--- src/rtl/mfmt_pkg.sv ---
// -----------------------------------------------------------------------------
// Motor feedback multi-turn tracker package
// Shared widths, slot codes, register indexes and the per-slot state record.
// -----------------------------------------------------------------------------
package mfmt_pkg;

   localparam int NUM_SLOTS  = 9;
   localparam int SLOT_W     = 4;
   localparam int ID_W       = 11;
   localparam int ENC_W      = 16;
   localparam int RAW_W      = 16;
   localparam int RATE_W     = 17;
   localparam int TURNS_W    = 32;
   localparam int FRAMES_W   = 32;
   localparam int CSR_IDX_W  = 3;

   localparam int REQ_DATA_W = 64;
   localparam int RSP_DATA_W = 136;
   localparam int RSP_USER_W = 2;

   // Encoder scale and calibration length
   localparam int COUNTS_PER_TURN   = 8192;
   localparam int CALIBRATION_LIMIT = 50;

   // Slot codes
   localparam logic [SLOT_W-1:0] SLOT_CHASSIS0 = 4'd0;
   localparam logic [SLOT_W-1:0] SLOT_YAW      = 4'd4;
   localparam logic [SLOT_W-1:0] SLOT_FRICTION = 4'd5;
   localparam logic [SLOT_W-1:0] SLOT_TRIGGER  = 4'd7;
   localparam logic [SLOT_W-1:0] SLOT_PITCH    = 4'd8;
   localparam logic [SLOT_W-1:0] SLOT_LAST     = 4'd8;

   // Configuration register indexes
   localparam logic [CSR_IDX_W-1:0] CSR_CHASSIS_BASE_ID  = 3'd0;
   localparam logic [CSR_IDX_W-1:0] CSR_YAW_ID           = 3'd1;
   localparam logic [CSR_IDX_W-1:0] CSR_FRICTION_BASE_ID = 3'd2;
   localparam logic [CSR_IDX_W-1:0] CSR_TRIGGER_ID       = 3'd3;
   localparam logic [CSR_IDX_W-1:0] CSR_PITCH_ID         = 3'd4;

   // Register reset values
   localparam logic [ID_W-1:0] RST_CHASSIS_BASE_ID  = 11'd513;
   localparam logic [ID_W-1:0] RST_YAW_ID           = 11'd517;
   localparam logic [ID_W-1:0] RST_FRICTION_BASE_ID = 11'd513;
   localparam logic [ID_W-1:0] RST_TRIGGER_ID       = 11'd515;
   localparam logic [ID_W-1:0] RST_PITCH_ID         = 11'd518;

   typedef struct packed {
      logic        [ENC_W-1:0]    position;
      logic        [ENC_W-1:0]    offset;
      logic        [TURNS_W-1:0]  turns;
      logic        [FRAMES_W-1:0] frames;
      logic signed [RATE_W-1:0]   rate;
      logic signed [RAW_W-1:0]    speed;
      logic signed [RAW_W-1:0]    current;
   } slot_state_type;

endpackage

--- src/rtl/motor_feedback_multiturn_tracker_top.sv ---
// -----------------------------------------------------------------------------
// Motor feedback multi-turn tracker
// Routes feedback frames to nine motor slots, calibrates the zero offset and
// unwraps the encoder into turns, rate and a total count.
// -----------------------------------------------------------------------------
// Each accepted frame is matched to a slot from its bus and identifier, then
// the slot record is read from a nine-entry state memory, updated and written
// back. A frame passes the memory read register, then the update and result
// register, and a new frame may be accepted every cycle unless the result stalls;
// back-to-back frames to the same slot are served by forwarding the write-back
// data into the read register. Slots start at zero after reset through one
// valid bit per entry, so no clearing pass is needed. Frames that match no slot
// return a result with matched low and all other fields zero. The user writes
// registers through the csr port only while no frame is in flight; the block does not enforce it.
module motor_feedback_multiturn_tracker_top (
   input  logic                                 clock,
   input  logic                                 reset,
   // request: tuser = bus
   input  logic                                 req_tvalid,
   output logic                                 req_tready,
   input  logic                                 req_tuser,
   // tdata: frame_id[10:0], encoder_raw[26:11], speed_raw[42:27],
   //        current_raw[58:43], zero pad
   input  logic [mfmt_pkg::REQ_DATA_W-1:0]      req_tdata,
   // response: tuser = matched[0], calibrating[1]
   output logic                                 rsp_tvalid,
   input  logic                                 rsp_tready,
   output logic [mfmt_pkg::RSP_USER_W-1:0]      rsp_tuser,
   // tdata: motor_index[3:0], position[19:4], rate[36:20], turns[68:37],
   //        total_count[100:69], speed[116:101], current[132:117], zero pad
   output logic [mfmt_pkg::RSP_DATA_W-1:0]      rsp_tdata,
   // configuration write
   input  logic                                 csr_valid,
   output logic                                 csr_ready,
   input  logic [mfmt_pkg::CSR_IDX_W-1:0]       csr_index,
   input  logic [mfmt_pkg::ID_W-1:0]            csr_data
);

   localparam logic [31:0] CPT_WORD = 32'(mfmt_pkg::COUNTS_PER_TURN);
   localparam logic signed [17:0] HALF_TURN = 18'(mfmt_pkg::COUNTS_PER_TURN / 2);
   localparam logic signed [17:0] FULL_TURN = 18'(mfmt_pkg::COUNTS_PER_TURN);
   localparam logic [mfmt_pkg::FRAMES_W-1:0] CAL_LIMIT =
      32'(mfmt_pkg::CALIBRATION_LIMIT);

   // ---------------------------------------------------------------- config
   logic [mfmt_pkg::ID_W-1:0] chassis_base_ff, yaw_id_ff, friction_base_ff;
   logic [mfmt_pkg::ID_W-1:0] trigger_id_ff, pitch_id_ff;

   assign csr_ready = 1'b1;

   always_ff @(posedge clock) begin
      if (reset) begin
         chassis_base_ff  <= mfmt_pkg::RST_CHASSIS_BASE_ID;
         yaw_id_ff        <= mfmt_pkg::RST_YAW_ID;
         friction_base_ff <= mfmt_pkg::RST_FRICTION_BASE_ID;
         trigger_id_ff    <= mfmt_pkg::RST_TRIGGER_ID;
         pitch_id_ff      <= mfmt_pkg::RST_PITCH_ID;
      end else if (csr_valid) begin
         case (csr_index)
            mfmt_pkg::CSR_CHASSIS_BASE_ID:  chassis_base_ff  <= csr_data;
            mfmt_pkg::CSR_YAW_ID:           yaw_id_ff        <= csr_data;
            mfmt_pkg::CSR_FRICTION_BASE_ID: friction_base_ff <= csr_data;
            mfmt_pkg::CSR_TRIGGER_ID:       trigger_id_ff    <= csr_data;
            mfmt_pkg::CSR_PITCH_ID:         pitch_id_ff      <= csr_data;
            default: ;
         endcase
      end
   end

   // ---------------------------------------------------------- slot match
   logic [mfmt_pkg::ID_W-1:0]   req_id;
   logic [mfmt_pkg::ENC_W-1:0]  req_enc;
   logic [mfmt_pkg::RAW_W-1:0]  req_spd, req_cur;
   logic [mfmt_pkg::ID_W-1:0]   chassis_ofs, friction_ofs;
   logic                        chassis_hit, friction_hit;
   logic                        match;
   logic [mfmt_pkg::SLOT_W-1:0] slot;

   assign req_id  = req_tdata[10:0];
   assign req_enc = req_tdata[26:11];
   assign req_spd = req_tdata[42:27];
   assign req_cur = req_tdata[58:43];

   assign chassis_ofs  = req_id - chassis_base_ff;
   assign friction_ofs = req_id - friction_base_ff;
   // ranges do not wrap past the top identifier
   assign chassis_hit  = (req_id >= chassis_base_ff) &&
                         ({1'b0, req_id} <= {1'b0, chassis_base_ff} + 12'd3);
   assign friction_hit = (req_id >= friction_base_ff) &&
                         ({1'b0, req_id} <= {1'b0, friction_base_ff} + 12'd1);

   always_comb begin
      match = 1'b1;
      slot  = mfmt_pkg::SLOT_CHASSIS0;
      if (!req_tuser) begin
         if (chassis_hit) begin
            slot = mfmt_pkg::SLOT_CHASSIS0 + {2'b00, chassis_ofs[1:0]};
         end else if (req_id == yaw_id_ff) begin
            slot = mfmt_pkg::SLOT_YAW;
         end else begin
            match = 1'b0;
         end
      end else begin
         if (friction_hit) begin
            slot = mfmt_pkg::SLOT_FRICTION + {3'b000, friction_ofs[0]};
         end else if (req_id == trigger_id_ff) begin
            slot = mfmt_pkg::SLOT_TRIGGER;
         end else if (req_id == pitch_id_ff) begin
            slot = mfmt_pkg::SLOT_PITCH;
         end else begin
            match = 1'b0;
         end
      end
   end

   // -------------------------------------------------------- handshake
   logic s1_valid_ff, s1_valid_in;
   logic rsp_valid_ff, rsp_valid_in;
   logic s1_adv, req_fire;

   assign s1_adv     = !rsp_valid_ff || rsp_tready;
   assign req_tready = !s1_valid_ff || s1_adv;
   assign req_fire   = req_tvalid && req_tready;

   assign s1_valid_in  = req_fire ? 1'b1 : (s1_adv ? 1'b0 : s1_valid_ff);
   assign rsp_valid_in = s1_adv ? s1_valid_ff : rsp_valid_ff;

   always_ff @(posedge clock) begin
      if (reset) begin
         s1_valid_ff  <= 1'b0;
         rsp_valid_ff <= 1'b0;
      end else begin
         s1_valid_ff  <= s1_valid_in;
         rsp_valid_ff <= rsp_valid_in;
      end
   end

   // ------------------------------------------------------ state memory
   mfmt_pkg::slot_state_type slot_mem [mfmt_pkg::NUM_SLOTS];
   logic [mfmt_pkg::NUM_SLOTS-1:0] slot_valid_ff;

   logic                        s1_match_ff;
   logic [mfmt_pkg::SLOT_W-1:0] s1_slot_ff;
   logic [mfmt_pkg::ENC_W-1:0]  s1_enc_ff;
   logic [mfmt_pkg::RAW_W-1:0]  s1_spd_ff, s1_cur_ff;
   mfmt_pkg::slot_state_type    rd_data_ff;
   logic                        rd_hit_ff;

   logic                        wr_en;
   mfmt_pkg::slot_state_type    wr_data;

   assign wr_en = s1_valid_ff && s1_adv && s1_match_ff;

   always_ff @(posedge clock) begin
      if (wr_en) begin
         slot_mem[s1_slot_ff] <= wr_data;
      end
   end

   always_ff @(posedge clock) begin
      if (reset) begin
         slot_valid_ff <= '0;
      end else if (wr_en) begin
         slot_valid_ff[s1_slot_ff] <= 1'b1;
      end
   end

   // read port; forward a write-back to the same slot on this edge
   always_ff @(posedge clock) begin
      if (req_fire) begin
         s1_match_ff <= match;
         s1_slot_ff  <= slot;
         s1_enc_ff   <= req_enc;
         s1_spd_ff   <= req_spd;
         s1_cur_ff   <= req_cur;
         if (wr_en && (s1_slot_ff == slot)) begin
            rd_data_ff <= wr_data;
            rd_hit_ff  <= 1'b1;
         end else begin
            rd_data_ff <= slot_mem[slot];
            rd_hit_ff  <= slot_valid_ff[slot];
         end
      end
   end

   // ----------------------------------------------------------- update
   mfmt_pkg::slot_state_type cur_st;
   logic                     cal_slot, calib;
   logic signed [17:0]       diff, rate_full;
   logic [31:0]              turn_counts, total;

   assign cur_st   = rd_hit_ff ? rd_data_ff : '0;
   assign cal_slot = (s1_slot_ff != mfmt_pkg::SLOT_YAW) &&
                     (s1_slot_ff != mfmt_pkg::SLOT_PITCH);
   assign calib    = cal_slot && (cur_st.frames <= CAL_LIMIT);
   assign diff     = $signed({2'b00, s1_enc_ff}) - $signed({2'b00, cur_st.position});

   always_comb begin
      wr_data          = cur_st;
      wr_data.position = s1_enc_ff;
      rate_full        = diff;
      if (cal_slot) begin
         wr_data.frames = cur_st.frames + 32'd1;
      end
      if (calib) begin
         wr_data.offset = s1_enc_ff;
      end else begin
         if (diff > HALF_TURN) begin
            wr_data.turns = cur_st.turns - 32'd1;
            rate_full     = diff - FULL_TURN;
         end else if (diff < -HALF_TURN) begin
            wr_data.turns = cur_st.turns + 32'd1;
            rate_full     = diff + FULL_TURN;
         end
         wr_data.rate    = rate_full[16:0];
         wr_data.speed   = s1_spd_ff;
         wr_data.current = s1_cur_ff;
      end
   end

   assign turn_counts = wr_data.turns * CPT_WORD;
   assign total       = turn_counts + {16'h0000, wr_data.position}
                        - {16'h0000, wr_data.offset};

   // --------------------------------------------------- result register
   logic [mfmt_pkg::RSP_DATA_W-1:0] rsp_data_ff, rsp_data_in;
   logic [mfmt_pkg::RSP_USER_W-1:0] rsp_user_ff, rsp_user_in;

   always_comb begin
      if (s1_match_ff) begin
         rsp_data_in = {3'b000, wr_data.current, wr_data.speed, total,
                        wr_data.turns, wr_data.rate, wr_data.position, s1_slot_ff};
         rsp_user_in = {calib, 1'b1};
      end else begin
         rsp_data_in = '0;
         rsp_user_in = '0;
      end
   end

   always_ff @(posedge clock) begin
      if (s1_adv && s1_valid_ff) begin
         rsp_data_ff <= rsp_data_in;
         rsp_user_ff <= rsp_user_in;
      end
   end

   assign rsp_tvalid = rsp_valid_ff;
   assign rsp_tdata  = rsp_data_ff;
   assign rsp_tuser  = rsp_user_ff;

`ifndef ASSERT_OFF
   a_unmatched_zero : assert property (@(posedge clock) disable iff (reset)
      rsp_tvalid && !rsp_tuser[0] |-> (rsp_tdata == '0) && !rsp_tuser[1])
      else $error("unmatched beat carries nonzero fields");

   a_index_range : assert property (@(posedge clock) disable iff (reset)
      rsp_tvalid && rsp_tuser[0] |-> rsp_tdata[3:0] <= mfmt_pkg::SLOT_LAST)
      else $error("slot index out of range");

   a_no_cal_yaw_pitch : assert property (@(posedge clock) disable iff (reset)
      rsp_tvalid && rsp_tuser[1] |->
         (rsp_tdata[3:0] != mfmt_pkg::SLOT_YAW) &&
         (rsp_tdata[3:0] != mfmt_pkg::SLOT_PITCH))
      else $error("yaw or pitch beat marked calibrating");

   a_fire_fills_stage : assert property (@(posedge clock) disable iff (reset)
      req_fire |=> s1_valid_ff)
      else $error("accepted beat lost before update stage");

   a_write_marks_valid : assert property (@(posedge clock) disable iff (reset)
      wr_en |=> slot_valid_ff[$past(s1_slot_ff)])
      else $error("written slot not marked valid");
`endif

endmodule

--- config.mk ---
export PLATFORM = sky130hd
export DESIGN_NAME = motor_feedback_multiturn_tracker_top
export DESIGN_NICKNAME = d
export VERILOG_FILES = /design/src/rtl/mfmt_pkg.sv /design/src/rtl/motor_feedback_multiturn_tracker_top.sv
export SDC_FILE = /design/constraint.sdc
export NUM_CORES = 2
export LEC_CHECK = 0
export BUFFER_PORTS_ARGS = -buffer_cell sky130_fd_sc_hd__clkbuf_2
export CAP_MARGIN = 15
export CELL_PAD_IN_SITES_DETAIL_PLACEMENT = 1
export CELL_PAD_IN_SITES_GLOBAL_PLACEMENT = 1
export CORE_ASPECT_RATIO = 0.9
export CORE_MARGIN = 3
export CORE_UTILIZATION = 49
export CTS_BUF_LIST = sky130_fd_sc_hd__clkbuf_2
export DETAILED_ROUTE_END_ITERATION = 10
export PLACE_DENSITY = 0.73
export SETUP_SLACK_MARGIN = 0.5
export SLEW_MARGIN = 5
export SYNTH_ARGS = -nofsm -noshare
export SYNTH_HDL_FRONTEND = slang
export SYNTH_SLANG_ARGS = --single-unit
--- constraint.sdc ---
create_clock -name clock -period 40.7 [get_ports clock]
set_clock_uncertainty 0.2 [all_clocks]
set_input_delay 4.07 -clock clock [delete_from_list [all_inputs] [get_ports clock]]
set_output_delay 4.07 -clock clock [all_outputs]
set_load 0.05 [all_outputs]
# --- Yosys cells after proc, flatten, opt, wreduce, memory -nomap -nowiden ---
# Memory sizes are Yosys's and may differ from the RTL's. A register that Yosys moved wholly into a read port is not among the register bits.
# Index checks and enable logic that the tools add are counted.
op_classes:
  n_mux: 30
  n_eq_ne: 10
  addsub: 13
  reduce_logical: 20
  magnitude_cmp: 10
  n_bitwise: 1
ops:
  columns: ["operator", "count"]
  rows:
  - ["$mux 145", 1]
  - ["$mux 32", 4]
  - ["$add 32x1->32 const B", 2]
  - ["$mux 49", 1]
  - ["$mux 17", 2]
  - ["$eq 11x11->1", 3]
  - ["$add 32x16->32", 1]
  - ["$le 32x6->1 const B", 1]
  - ["$sub 32x1->32 const B", 1]
  - ["$sub 32x16->32", 1]
  - ["$le 11x12->1", 2]
  - ["$ge 11x11->1", 2]
  - ["$add 17x15->17 const B", 1]
  - ["$gt 17x14->1 const B", 1]
  - ["$lt 17x13->1 const B", 1]
  - ["$sub 16x16->17", 1]
  - ["$sub 17x15->17 const B", 1]
  - ["$mux 16", 1]
  - ["$mux 4", 4]
  - ["$mux 1", 13]
  - ["$add 11x1->12 const B", 1]
  - ["$add 11x2->12 const B", 1]
  - ["$lt 4x5->1 const B", 2]
  - ["$reduce_and 2->1", 5]
  - ["other kinds (19)", 31]
totals:
  n_memories: 1
  inputBits: 84
  wordCells: 103
  ramBits: 1305
  output_inout_bits: 141
  reg_bits: 258
memory_table:
  columns: ["memory", "words", "word_bits", "rd", "rd_ports_with_merged_regs", "write_ports", "line", "source"]
  rows:
  - ["slot_mem", 9, 145, 1, 1, 1, "motor_feedback_multiturn_tracker_top.sv:139", "mfmt_pkg::slot_state_type slot_mem [mfmt_pkg::NUM_SLOTS];"]

# --- Longest topological paths before layout ---
depth:
  depth_word: 8
  mapped_depth: 35
  mapped_depth_nobuf: 27

# --- Worst setup path after synthesis ---
# No wires, ideal clock.
synth_path:
  kind: "input-to-reg"
  from: "input port rsp_tready"
  to: "memory slot_mem[8][0] (netlist bit), enable pin"
  path_stages: 5
  required_ps: 39640
  path_buffers: 0
  path_slack_ps: 20941
  setup_time_ps: 860
  arrival_time_ps: 18700
  path_cell_list: "nand2b_1 -> and2_1 -> nand2_1 -> or3_1 -> nor3b_1"
synth_between:
  elab_chain_cells: 5
synth_lines:
  columns: ["element", "line", "source"]
  rows:
  - ["start, declared", "motor_feedback_multiturn_tracker_top.sv:27", "input logic rsp_tready,"]
  - ["$logic_or 1x1->1", "motor_feedback_multiturn_tracker_top.sv:121", "assign s1_adv = !rsp_valid_ff || rsp_tready;"]
  - ["$logic_and 1x1->1 (2 in a row)", "motor_feedback_multiturn_tracker_top.sv:152", "assign wr_en = s1_valid_ff && s1_adv && s1_match_ff;"]
  - ["$mux 1", "motor_feedback_multiturn_tracker_top.sv:155", "if (wr_en) begin"]
  - ["$mux 1 (implied by the code)", "motor_feedback_multiturn_tracker_top.sv:156", "slot_mem[s1_slot_ff] <= wr_data;"]
  - ["end, declared", "motor_feedback_multiturn_tracker_top.sv:139", null]
# No other way between the ends.

# --- Worst setup path in the final report ---
layout_path:
  from: "register rd_hit_ff"
  to: "register rsp_data_ff, in the netlist rsp_tdata[100] (data pin)"
layout_between:
  elab_chain_cells: 8
  elab_cells_between_ends: 14
  classes_between: "add/sub: 5; order compare: 3; mux: 5; reduce/logical: 1"
layout_lines:
  columns: ["element", "line", "source"]
  rows:
  - ["start, declared", "motor_feedback_multiturn_tracker_top.sv:147", "logic rd_hit_ff;"]
  - ["start signal, assigned", "motor_feedback_multiturn_tracker_top.sv:181", "rd_hit_ff <= slot_valid_ff[slot];"]
  - ["$mux 145 (*)", "motor_feedback_multiturn_tracker_top.sv:192", "assign cur_st = rd_hit_ff ? rd_data_ff : '0;"]
  - ["$sub 16x16->17", "motor_feedback_multiturn_tracker_top.sv:196", "assign diff = $signed({2'b00, s1_enc_ff}) - $signed({2'b00, cur_st.position});"]
  - ["$lt 17x13->1", "motor_feedback_multiturn_tracker_top.sv:211", "end else if (diff < -HALF_TURN) begin"]
  - ["$mux 32", "motor_feedback_multiturn_tracker_top.sv:211", null]
  - ["$mux 32", "motor_feedback_multiturn_tracker_top.sv:208", "if (diff > HALF_TURN) begin"]
  - ["$mux 32 (*)", "motor_feedback_multiturn_tracker_top.sv:205", "if (calib) begin"]
  - ["named net turn_counts[14]", "motor_feedback_multiturn_tracker_top.sv:190", "logic [31:0] turn_counts, total;"]
  - ["$add 32x16->32 (*)", "motor_feedback_multiturn_tracker_top.sv:222", "assign total = turn_counts + {16'h0000, wr_data.position}"]
  - ["$sub 32x16->32 (*)", "motor_feedback_multiturn_tracker_top.sv:223", "- {16'h0000, wr_data.offset};"]
  - ["end signal, assigned", "motor_feedback_multiturn_tracker_top.sv:242", "rsp_data_ff <= rsp_data_in;"]
  - ["end, declared", "motor_feedback_multiturn_tracker_top.sv:226", "logic [mfmt_pkg::RSP_DATA_W-1:0] rsp_data_ff, rsp_data_in;"]
# The timed path passes the listed nets; every way through them passes the cells marked *.
# A chain may end at the register's enable or synchronous reset.

==> flow_summary.yaml <==
logic_synthesis:
  async_flop_share_pct: 0
  synth.distinct_cells: 86
  yosys.area.top_type_share_pct: 68.2
  yosys.area.top_type: "edfxtp_1"
  synth_common_cells: "edfxtp_1 (1639), nand2_1 (1170), nand3_1 (295), nor2_1 (290), clkbuf_1 (235)"
  synth-edff-count: 1639
  ys_seq_area_share_pct: 70.0
  yosysWarnings: 0
  ys_ff_latch: 1705
  syn-instance-count: 5597
  synthFlopType: "edfxtp_1"
  post-synth-top-count-cell: "edfxtp_1"
  syn_area_per_cell_um2: 12.9
  synthTopCellsByArea: "edfxtp_1 (68%), nand2_1 (6.1%), mux2i_1 (2.4%), nand3_1 (2.0%), ha_1 (1.9%)"
  syn_area_um2: 72200
layout:
  drive_gt1_share_pct: 15.6
  postLayoutCellArea_um2: 78900
  area_delta_synth_final_pct: 9.32
  seqCellArea_um2: 50500
  fillers: 15000
  instances_no_fill: 8252
  multi_input_area_um2: 20000
  fin_nets: 6212
cts:
  cts_sinks: 1705
  clk_path_buf_depth: 4
  clk_pin_slew_worst_paths_ns: 0.12
  cts_resized: 0
  cts_setup_buffers: 0
  cts_hold_buf: 0
  worst_skew_pair.late_latency_ns: 1.77
  cts_tree: "done"
  cts-root-buf: "clkbuf_2"
  h-tree-depth: 5
  cts_made_buffers: 430
worst_setup_path:
  critPathKind: "register to register"
  critPathMaxStageDelay_ns: 0.74
  crit_fanout: 47
  cp-start-kind: "register"
  reg2reg_depth: 22
  cp_slowest_cell: "o211ai_1"
  arrival_ns: 10.65
  worstSetupEndpointType: "register"
  required_ns: 42.05
  cp_cell_sequence: "buf_4, nand2_1, ha_1, a2111oi_0, or3_1, a21oi_1, o221ai_1, nand4_1, o41a_1, o211ai_1, a31oi_1, nor2_1, fa_1, ha_1, nor2_1, o21a_1, a31oi_1, and4_1, nor4_1, o41ai_1, xnor2_1, mux2i_1"
placed_design:
  numPortBuffers: 215
  gp_congestion: 0.821
  dp.cells: 7521
  place_area_um2: 75300
  dpl.hpwl_um: 114000
timing:
  rsz0062_at_grt: "no"
  worstMarginPinSlew_ns: 1.21
  whs_ns: 0.278
  setup_viol: 0
  hold_violations: 0
  fin_crit_ns: 9.30
  finalCritPeriodShare_pct: 22.8
  slew_violations: 0
  slew_headroom_pct: 18.8
  tns_ns: 0
  clock.fmax_ghz: 0.108
pwr:
  leakage_uw: 0.0290
  vdd.ir_drop.worst_mv: 0.0302
  power-per-cell-area_nw_per_um2: 47.3
global_route:
  gr-total-overflow: 0
  grt_max_degree: 176
  first_global_vias: 51900
  grt_pass1_wl_um: 315000
  antenna_found_initial: 6
  groute.usage.overall_pct: 27.3
routing:
  first_iter_violations: 4494
  drt_pre_antenna_iters: 5
  routed-via-count: 49200
  drc_errors: 0
  ant_nets: 0
  wire_per_inst_um: 25.4
  routed_wl_um: 209000
  viasPerCell: 5.96
worst_hold_path:
  min_path_cells: 2
  hold_class: "register to register"
floorplan:
  boundaryPins: 225
  initial_core_util_pct: 49.8
  die_h_um: 370
  die_width_um: 410
  core.rowCount: 132
  die_area_um2: 152000
  design.core.area_um2: 145000
outcome:
  status: "completed"
job:
  maxCapViolations: 0
-- final cells by class --
| type | instances | area share [%] |
|---|---|---|
| clock buffers | 601 | 3.81 |
| multi-input cells | 3446 | 25.3 |
| flip-flops and latches | 1705 | 64.1 |
| inverters | 126 | 0.612 |
| diodes | 10 | 0.0317 |
| well taps | 1943 | 3.08 |
| clock inverters | 118 | 0.688 |
| repair buffers | 303 | 2.37 |
-- per-layer routing --
layer	track usage (%)	up-vias	share of wire [%]
met2	45.4	1753	49
met5	0	-	0
li1	-	21900	-
met1	36.1	25100	42
met3	4.36	399	6.2
met4	10.4	0	2.9
-- report_power, final --
group	internal [uW]	switching [uW]	leakage, uW
Clock	412	688	0.00275
Sequential	2020	24.2	0.0156
Combinational	160	429	0.0106
Total	2590	1140	0.0290
-- critical path: cells and delay by family (launching register included) --
kind                     cells  cell delay [ns]
AO/OA/AOI/OAI                9             4.08
AND/OR/NAND/NOR              7             1.83
adder cells (fa/ha/maj)      3             1.40
buffers and inverters        1             0.56
multiplexers                 1             0.39
flip-flops                   1             0.37
XOR/XNOR                     1             0.21
-- per-stage QoR --
step	total power, uW	setup slack, ns	util (%)
detailed placement	2670	29.99	51.9
floorplan	2460	20.94	-
CTS	3760	31.37	54.4
global placement	2640	30.07	51.9
finish	3730	31.40	54.4
global route	3910	31.07	54.4
-- worst paths after layout --
check	start	endpoint	slack, ns
worst min-delay path	trigger_id_ff[3]	trigger_id_ff[3]	0.28
worst min register to register	trigger_id_ff[3]	trigger_id_ff[3]	0.28
worst max register to register	rd_hit_ff	rsp_tdata[100]	31.40
worst max-delay path	rd_hit_ff	rsp_tdata[100]	31.40
-- placed cells by master (no fill, tap or decap), types with 40 or more instances in the layout --
master / count
inv_1: 122
and2_1: 62
a32oi_1: 136
and3_1: 72
nand4_1: 120
edfxtp_1: 1639
a21o_1: 40
mux2i_1: 170
clkbuf_2: 817
nand3_1: 295
o21ai_0: 167
xor2_1: 62
a21oi_1: 172
clkinv_1: 100
buf_4: 75
o2111ai_1: 64
ha_1: 111
dfxtp_1: 66
nand2_1: 1169
nor2_1: 287
xnor2_1: 63
a31oi_1: 103
-- logic make-up (layout without fill, tap and decap cells) --
kind of cell	Yosys count	after routing	synth area share, %
xor+xnor	125	125	1.52
simple gates	2165	2165	13.3
buf+inv	448	1148	2.44
flops	1705	1705	70.0
compound gates	856	856	8.13
mux	180	180	2.51
fa+ha+maj	116	116	2.06
other cells	2	14	0.0104
-- sequential cells by signal (all words and copies together), names as in the netlist, 16 cells and up --
name / cells
rsp_tdata: 133
s1_spd_ff: 16
s1_enc_ff: 16
rd_data_ff: 145
s1_cur_ff: 16
slot_mem: 1305
Note: power is estimated with default switching activity, not from simulation.
